### src/hw/rtl/rcbg_pkg.sv
// ---------------------------------------------------------------------------
// rcbg_pkg: shared definitions for the RGB contrast, brightness and gain block
// Register indexes, value ranges, pipeline depth and the divide-by-100 helpers
// used by the top level and the per-channel datapath.
// ---------------------------------------------------------------------------
package rcbg_pkg;

    // Number of register stages in the per-channel datapath.
    localparam int NSTG = 9;

    // Fixed-point constants of the adjustment formula.
    localparam int PCT_UNITY  = 100;
    localparam int MID_GREY   = 128;
    localparam int ROUND_HALF = 50;
    localparam int CHAN_MAX   = 255;

    // Reciprocal of 100 scaled by 2^22, rounded down; the quotient it gives
    // is the true quotient or one less, and a single correction step fixes it.
    localparam int RECIP_100   = 41943;
    localparam int RECIP_SHIFT = 22;

    // Register ranges.
    localparam int BRIGHT_MIN = 50;
    localparam int BRIGHT_MAX = 100;
    localparam int PCT_MIN    = 50;
    localparam int PCT_MAX    = 150;

    // Configuration register indexes.
    typedef enum logic [2:0] {
        CFG_ENABLE   = 3'd0,
        CFG_BRIGHT   = 3'd1,
        CFG_CONTRAST = 3'd2,
        CFG_RED_GAIN = 3'd3,
        CFG_GRN_GAIN = 3'd4,
        CFG_BLU_GAIN = 3'd5
    } t_cfg_idx;

    // Saturate an 8-bit write value into [lo, hi].
    function automatic logic [7:0] f_sat8(input logic [7:0] v, input logic [7:0] lo,
                                          input logic [7:0] hi);
        logic [7:0] res;
        if (v < lo) begin
            res = lo;
        end else if (v > hi) begin
            res = hi;
        end else begin
            res = v;
        end
        return res;
    endfunction

    // Correct an estimated quotient of x / 100 that may be one too small.
    function automatic logic [8:0] f_div100_fix(input logic [15:0] x,
                                                input logic [8:0] q0);
        logic [16:0] prod;
        logic [16:0] rem;
        logic [8:0]  q;
        prod = 17'(q0) * 17'(PCT_UNITY);
        rem  = {1'b0, x} - prod;
        if (rem >= 17'(PCT_UNITY)) begin
            q = q0 + 9'd1;
        end else begin
            q = q0;
        end
        return q;
    endfunction

endpackage

### src/hw/rtl/rcbg_chan.sv
// ---------------------------------------------------------------------------
// rcbg_chan: one colour channel of the adjustment pipeline
// Contrast about mid-grey, brightness and gain, each a multiply by a percent
// followed by a rounded divide by 100 truncating toward zero, then a clamp.
// Three steps of three stages each: multiply, reciprocal multiply, correct.
// ---------------------------------------------------------------------------
module rcbg_chan (
    input  logic                     i_clk,
    input  logic [rcbg_pkg::NSTG-1:0] i_ld,       // per-stage load enables
    input  logic [7:0]               i_chan,
    input  logic [7:0]               i_contrast,
    input  logic [6:0]               i_bright,
    input  logic [7:0]               i_gain,
    output logic [7:0]               o_val
);

    // Step 1: contrast about mid-grey.
    logic signed [9:0]  w_d;
    logic signed [18:0] w_p1;
    logic               r_neg1_a, r_neg1_b;
    logic [14:0]        r_mag1_a, r_mag1_b;
    logic [30:0]        r_prd1;
    logic [8:0]         w_q1;
    logic signed [9:0]  r_v1;

    // Step 2: brightness.
    logic signed [18:0] w_p2;
    logic               r_neg2_a, r_neg2_b;
    logic [14:0]        r_mag2_a, r_mag2_b;
    logic [30:0]        r_prd2;
    logic [8:0]         w_q2;
    logic signed [9:0]  r_v2;

    // Step 3: channel gain.
    logic signed [18:0] w_p3;
    logic               r_neg3_a, r_neg3_b;
    logic [15:0]        r_mag3_a, r_mag3_b;
    logic [31:0]        r_prd3;
    logic [8:0]         w_q3;
    logic [7:0]         r_out;

    // Signed products plus the rounding half.
    assign w_d  = $signed({2'b00, i_chan}) - 10'sd128;
    assign w_p1 = 19'(w_d) * $signed({11'd0, i_contrast}) + 19'sd50;
    assign w_p2 = 19'(r_v1) * $signed({12'd0, i_bright}) + 19'sd50;
    assign w_p3 = 19'(r_v2) * $signed({11'd0, i_gain}) + 19'sd50;

    // Corrected quotients of the magnitudes.
    assign w_q1 = rcbg_pkg::f_div100_fix(16'(r_mag1_b),
                                         9'(r_prd1 >> rcbg_pkg::RECIP_SHIFT));
    assign w_q2 = rcbg_pkg::f_div100_fix(16'(r_mag2_b),
                                         9'(r_prd2 >> rcbg_pkg::RECIP_SHIFT));
    assign w_q3 = rcbg_pkg::f_div100_fix(r_mag3_b,
                                         9'(r_prd3 >> rcbg_pkg::RECIP_SHIFT));

    // Contrast stages.
    always_ff @(posedge i_clk) begin
        if (i_ld[0]) begin
            r_neg1_a <= w_p1[18];
            r_mag1_a <= w_p1[18] ? 15'(-w_p1) : w_p1[14:0];
        end
        if (i_ld[1]) begin
            r_neg1_b <= r_neg1_a;
            r_mag1_b <= r_mag1_a;
            r_prd1   <= {16'd0, r_mag1_a} * 31'(rcbg_pkg::RECIP_100);
        end
        if (i_ld[2]) begin
            r_v1     <= r_neg1_b ? 10'sd128 - $signed({1'b0, w_q1})
                                 : 10'sd128 + $signed({1'b0, w_q1});
        end
    end

    // Brightness stages.
    always_ff @(posedge i_clk) begin
        if (i_ld[3]) begin
            r_neg2_a <= w_p2[18];
            r_mag2_a <= w_p2[18] ? 15'(-w_p2) : w_p2[14:0];
        end
        if (i_ld[4]) begin
            r_neg2_b <= r_neg2_a;
            r_mag2_b <= r_mag2_a;
            r_prd2   <= {16'd0, r_mag2_a} * 31'(rcbg_pkg::RECIP_100);
        end
        if (i_ld[5]) begin
            r_v2 <= r_neg2_b ? -$signed({1'b0, w_q2}) : $signed({1'b0, w_q2});
        end
    end

    // Gain stages and the final clamp; a negative result clamps to zero.
    always_ff @(posedge i_clk) begin
        if (i_ld[6]) begin
            r_neg3_a <= w_p3[18];
            r_mag3_a <= w_p3[18] ? 16'(-w_p3) : w_p3[15:0];
        end
        if (i_ld[7]) begin
            r_neg3_b <= r_neg3_a;
            r_mag3_b <= r_mag3_a;
            r_prd3   <= {16'd0, r_mag3_a} * 32'(rcbg_pkg::RECIP_100);
        end
        if (i_ld[8]) begin
            if (r_neg3_b) begin
                r_out <= 8'd0;
            end else if (w_q3 > 9'(rcbg_pkg::CHAN_MAX)) begin
                r_out <= 8'(rcbg_pkg::CHAN_MAX);
            end else begin
                r_out <= w_q3[7:0];
            end
        end
    end

    // Clamped channel value from the last stage.
    assign o_val = r_out;

endmodule

### config.mk
export PLATFORM = sky130hd
export DESIGN_NAME = rcbg_chan
export DESIGN_NICKNAME = d
export VERILOG_FILES = /design/src/hw/rtl/rcbg_pkg.sv /design/src/hw/rtl/rcbg_chan.sv
export SDC_FILE = /design/constraint.sdc
export NUM_CORES = 2
export LEC_CHECK = 0
export ABC_CLOCK_PERIOD_IN_PS = 7190
export BUFFER_PORTS_ARGS = -buffer_cell sky130_fd_sc_hd__buf_4
export CELL_PAD_IN_SITES_DETAIL_PLACEMENT = 2
export CELL_PAD_IN_SITES_GLOBAL_PLACEMENT = 2
export CORE_MARGIN = 1
export CORE_UTILIZATION = 40
export CTS_CLUSTER_SIZE = 20
export DETAILED_ROUTE_END_ITERATION = 10
export GPL_TIMING_DRIVEN = 0
export HOLD_SLACK_MARGIN = 0.06
export PLACE_DENSITY_LB_ADDON = 0.12
export SLEW_MARGIN = 15
export SYNTH_ARGS = -nofsm -noshare
export SYNTH_HDL_FRONTEND = slang
export SYNTH_SLANG_ARGS = --single-unit
### constraint.sdc
create_clock -name i_clk -period 7.19 [get_ports i_clk]
set_input_delay 0.3595 -clock i_clk [delete_from_list [all_inputs] [get_ports i_clk]]
set_output_delay 0.3595 -clock i_clk [all_outputs]
set_load 0.005 [all_outputs]
==> metrics <==
part of the cycle the worst path needs around 98%; Worst-Skew Late Latency around 490 ps; Via-to-Cell Ratio 5.16; Post-layout nets about 4.4k; die boundary height ~280 um; top area cells in the synthesized netlist fa_1 29%, ha_1 27%, edfxtp_1 14%; post-route core utilization 44.1%; worst clock skew 12.4 ps; Hold Crit Depth 1; buffer cell driving the clock tree root clkbuf_16; reg2reg path depth 27; Detail Route met3 WL around 1300 um; ratio of cells with drive above 1 in the final layout between 5 and 6%; worst min-delay path category in -> reg; top-level port count a little under 50; final number of max-transition violations 0; first-pass GRT wire length around 140000 um; Routability Congestion about 0.80; CP peak stage delay ~560 ps; Final HPWL DP 71600 um; Clock Path Buffers 2; cell family contributing the most delay on the critical path adder cells; worst hold path startpoint i_ld[8]; maximum fanout along the worst path 4; actual transition at the worst max-transition pin 869 ps; area of the placeable core 0.0790 mm2; endpoint of the worst-slack reg-to-reg timing path r_v2[6]; area used by sequential logic in the layout 0.00441 mm2; first-iteration detailed-routing DRC count ~630; kind of end point of the critical path flip-flop; setup repair after global routing missed its margin true; worst path buffer plus inverter count 4; worst hold slack 160 ps; Synth async-reset ratio 0%; via count of the first global-routing pass 26.8k; count of input and output buffers 42; Core Rows 103; required time of the worst setup path around 7400 ps; CP most frequent cell ha_2; CTS clock-pin slew for the worst setup and hold paths ~70 ps; maximum number of pins on one net before global-route repair 25; setup slack of the most critical reg-to-reg path roughly 160 ps; number of endpoints failing setup at the final stage 0; TritonCTS clock tree yes; clk sinks around 150; routed wire length on met2 44900 um; detail-routed net length per standard cell 19.5 um; via count of the routed design ~22k; max-capacitance violation count 0; synth unique cells 76; number of inserted filler cells in the final layout 8355; highest-delay cell along the critical path fa_1; type of the worst setup path reg -> reg; highest metal used met4; overall die area 0.0810 mm2; area share of the largest cell type after synthesis about 29%; gate count of the mapped netlist roughly 3.1k; r2r startpoint r_prd2[23]; number of antenna violations at the first check in global routing 1; count of state elements after synthesis ~150; outcome complete, no violations; Metal-1 WL around 37000 um; number of buffers added by the clock tree synthesis step 17; Syn Nets approximately 4.3k; global router's overall resource usage between 20% and 30%; EDFF count, synth between 100 and 150; clock period minus worst slack 7030 ps; number of search-and-repair iterations in the first detailed-routing pass 4; main flop type after synthesis edfxtp_1; area growth from synthesis to layout 9.09%; post-synthesis sequential area ratio 13.8%; total detailed-routing wirelength ~84000 um; total global routing overflow 0; critical path launch point type flip-flop; Min-Delay Endpoint o_val[4]; Residual DRC 0; critical path data arrival time around 7300 ps; maximum level of the CTS H-tree 4; netlist area before placement around 0.032 mm2; slew margin rel. approximately two fifths; final hold violation count 0; Die X between 200 and 300 um; yosys warns 0; antenna-violating nets left 0; multi-input gate area in the final layout about 0.025 mm2; initial cell density of the core 40.4%; Syn Area/Cell ~10 um2; post-synth top area cell fa_1; highest attainable clock frequency about 140 MHz
[area by class of cell]
class | instances | area share [%]
plain buffers | 14 | 0.176
well taps | 1050 | 3.77
multi-input cells | 2257 | 71.5
repair buffers | 110 | 2.44
clock buffers | 17 | 1.22
clock inverters | 15 | 0.445
flip-flops and latches | 147 | 12.7
inverters | 719 | 7.75
diodes | 1 | 0.00718
[worst register-to-register path, stage by stage, from the launching register on]
cell      delay [ps]
edfxtp_1         480
ha_2             320
ha_1             210
fa_1             560
ha_4             220
nor2b_1          140
o21ai_2          110
nand2b_1          90
a21o_1           180
a21o_1           210
xnor2_1          160
ha_2             360
inv_1             70
a222oi_1         340
o211ai_1         130
or4b_1           540
or4_4            560
nor4_4           340
buf_6            180
buf_4            120
xnor2_1           80
inv_1             80
ha_2             200
o211ai_1         150
a211oi_2         380
mux2i_1          270
a311oi_2         130
xor2_1           180
[placed cells by master (no fill, tap or decap), types with 12 or more instances in the layout]
master / netlist / final
nand2_1: 141 / 141
xnor2_1: 131 / 129
clkbuf_16: 0 / 17
nor3_1: 24 / 24
o21ai_0: 74 / 72
nand3_1: 23 / 23
nor2_1: 91 / 91
and3_1: 18 / 18
a21oi_1: 92 / 91
buf_4: 0 / 108
nand3b_1: 12 / 12
mux2i_1: 17 / 16
nor2b_1: 24 / 24
ha_1: 678 / 669
nand4_1: 13 / 13
xor2_1: 47 / 47
fa_1: 456 / 456
nand2b_1: 30 / 30
a21o_1: 41 / 41
or3_1: 20 / 20
and2_1: 139 / 139
o21a_1: 17 / 17
edfxtp_1: 147 / 147
inv_1: 718 / 718
[registers in the layout (all words and copies together), names as in the netlist]
signal and count:
o_val 8, r_mag1_a 15, r_mag1_b 13, r_mag2_a 15, r_mag2_b 13, r_mag3_a 16
r_mag3_b 14, r_neg1_a 1, r_neg1_b 1, r_neg2_a 1, r_neg2_b 1, r_neg3_a 1
r_neg3_b 1, r_prd1 9, r_prd2 9, r_prd3 9, r_v1 10, r_v2 10
[what timing repair did]
action	in CTS	in global routing
pin swaps	14	9
gates resized for setup	14	13
hold buffers	0	0
endpoints found under the setup margin	10	15
setup buffers	33	35
gates cloned	0	0
[how the worst max path moves through the flow]
stage | start | end | slack, ps | cells after the start
detailed placement | r_prd2[25] | r_v2[6] | -760 | 25
global route | r_prd2[26] | r_v2[6] | -130 | 27
finish | r_prd2[23] | r_v2[6] | 160 | 27
CTS | r_prd2[25] | r_v2[6] | -4 | 25
floorplan | r_prd2[25] | r_v2[6] | 470 | 24
global placement | r_prd2[25] | r_v2[6] | -570 | 25
[cell families after synthesis]
group / Yosys count / synth area share [%]
compound gates: 351 / 7.36
mux: 19 / 0.603
simple gates: 575 / 9.52
flops: 147 / 13.8
xor+xnor: 178 / 4.88
buf+inv: 735 / 8.66
fa+ha+maj: 1134 / 55.2
[synth_stat cells, types with 5 or more instances]
cell type and instances:
nor3b_1 7, o21bai_1 11, a21oi_1 92, nor4_1 8, nand2_1 141, nand2b_1 30, inv_1 718, or3_1 20
and3_1 18, or2_2 9, mux2i_1 17, nor3_1 24, nor2_1 91, xnor2_1 131, o41ai_1 5, o21a_1 17
ha_1 678, clkbuf_1 14, o211ai_1 9, o31ai_1 7, a21o_1 41, xor2_1 47, and2_1 139, a2111oi_0 6
a21boi_0 6, a211oi_1 8, a31oi_1 10, nor2b_1 24, edfxtp_1 147, o2111ai_1 7, nand4_1 13, fa_1 456
o21ai_0 74, nand3b_1 12, nand3_1 23
[metal layers]
| layer | vias to the layer above | global-route usage [%] |
|---|---|---|
| met5 | - | 0 |
| met4 | 0 | 5.36 |
| met3 | 89 | 2.30 |
| met2 | 171 | 40.8 |
| met1 | 11576 | 26.5 |
| li1 | 10518 | - |
[stage by stage]
step	TNS, ps	cells	instance area [um2]	setup slack [ps]
floorplan	0	3139	31900	465
global placement	-1880	4231	33600	-572
detailed placement	-4220	4231	33600	-758
CTS	-3.77	4295	34500	-3.77
global route	-130	4329	34800	-130
finish	0	4330	34800	161
Power is not shown: default switching activity piles up to over one toggle a cycle in this logic, so the estimate is an artifact.
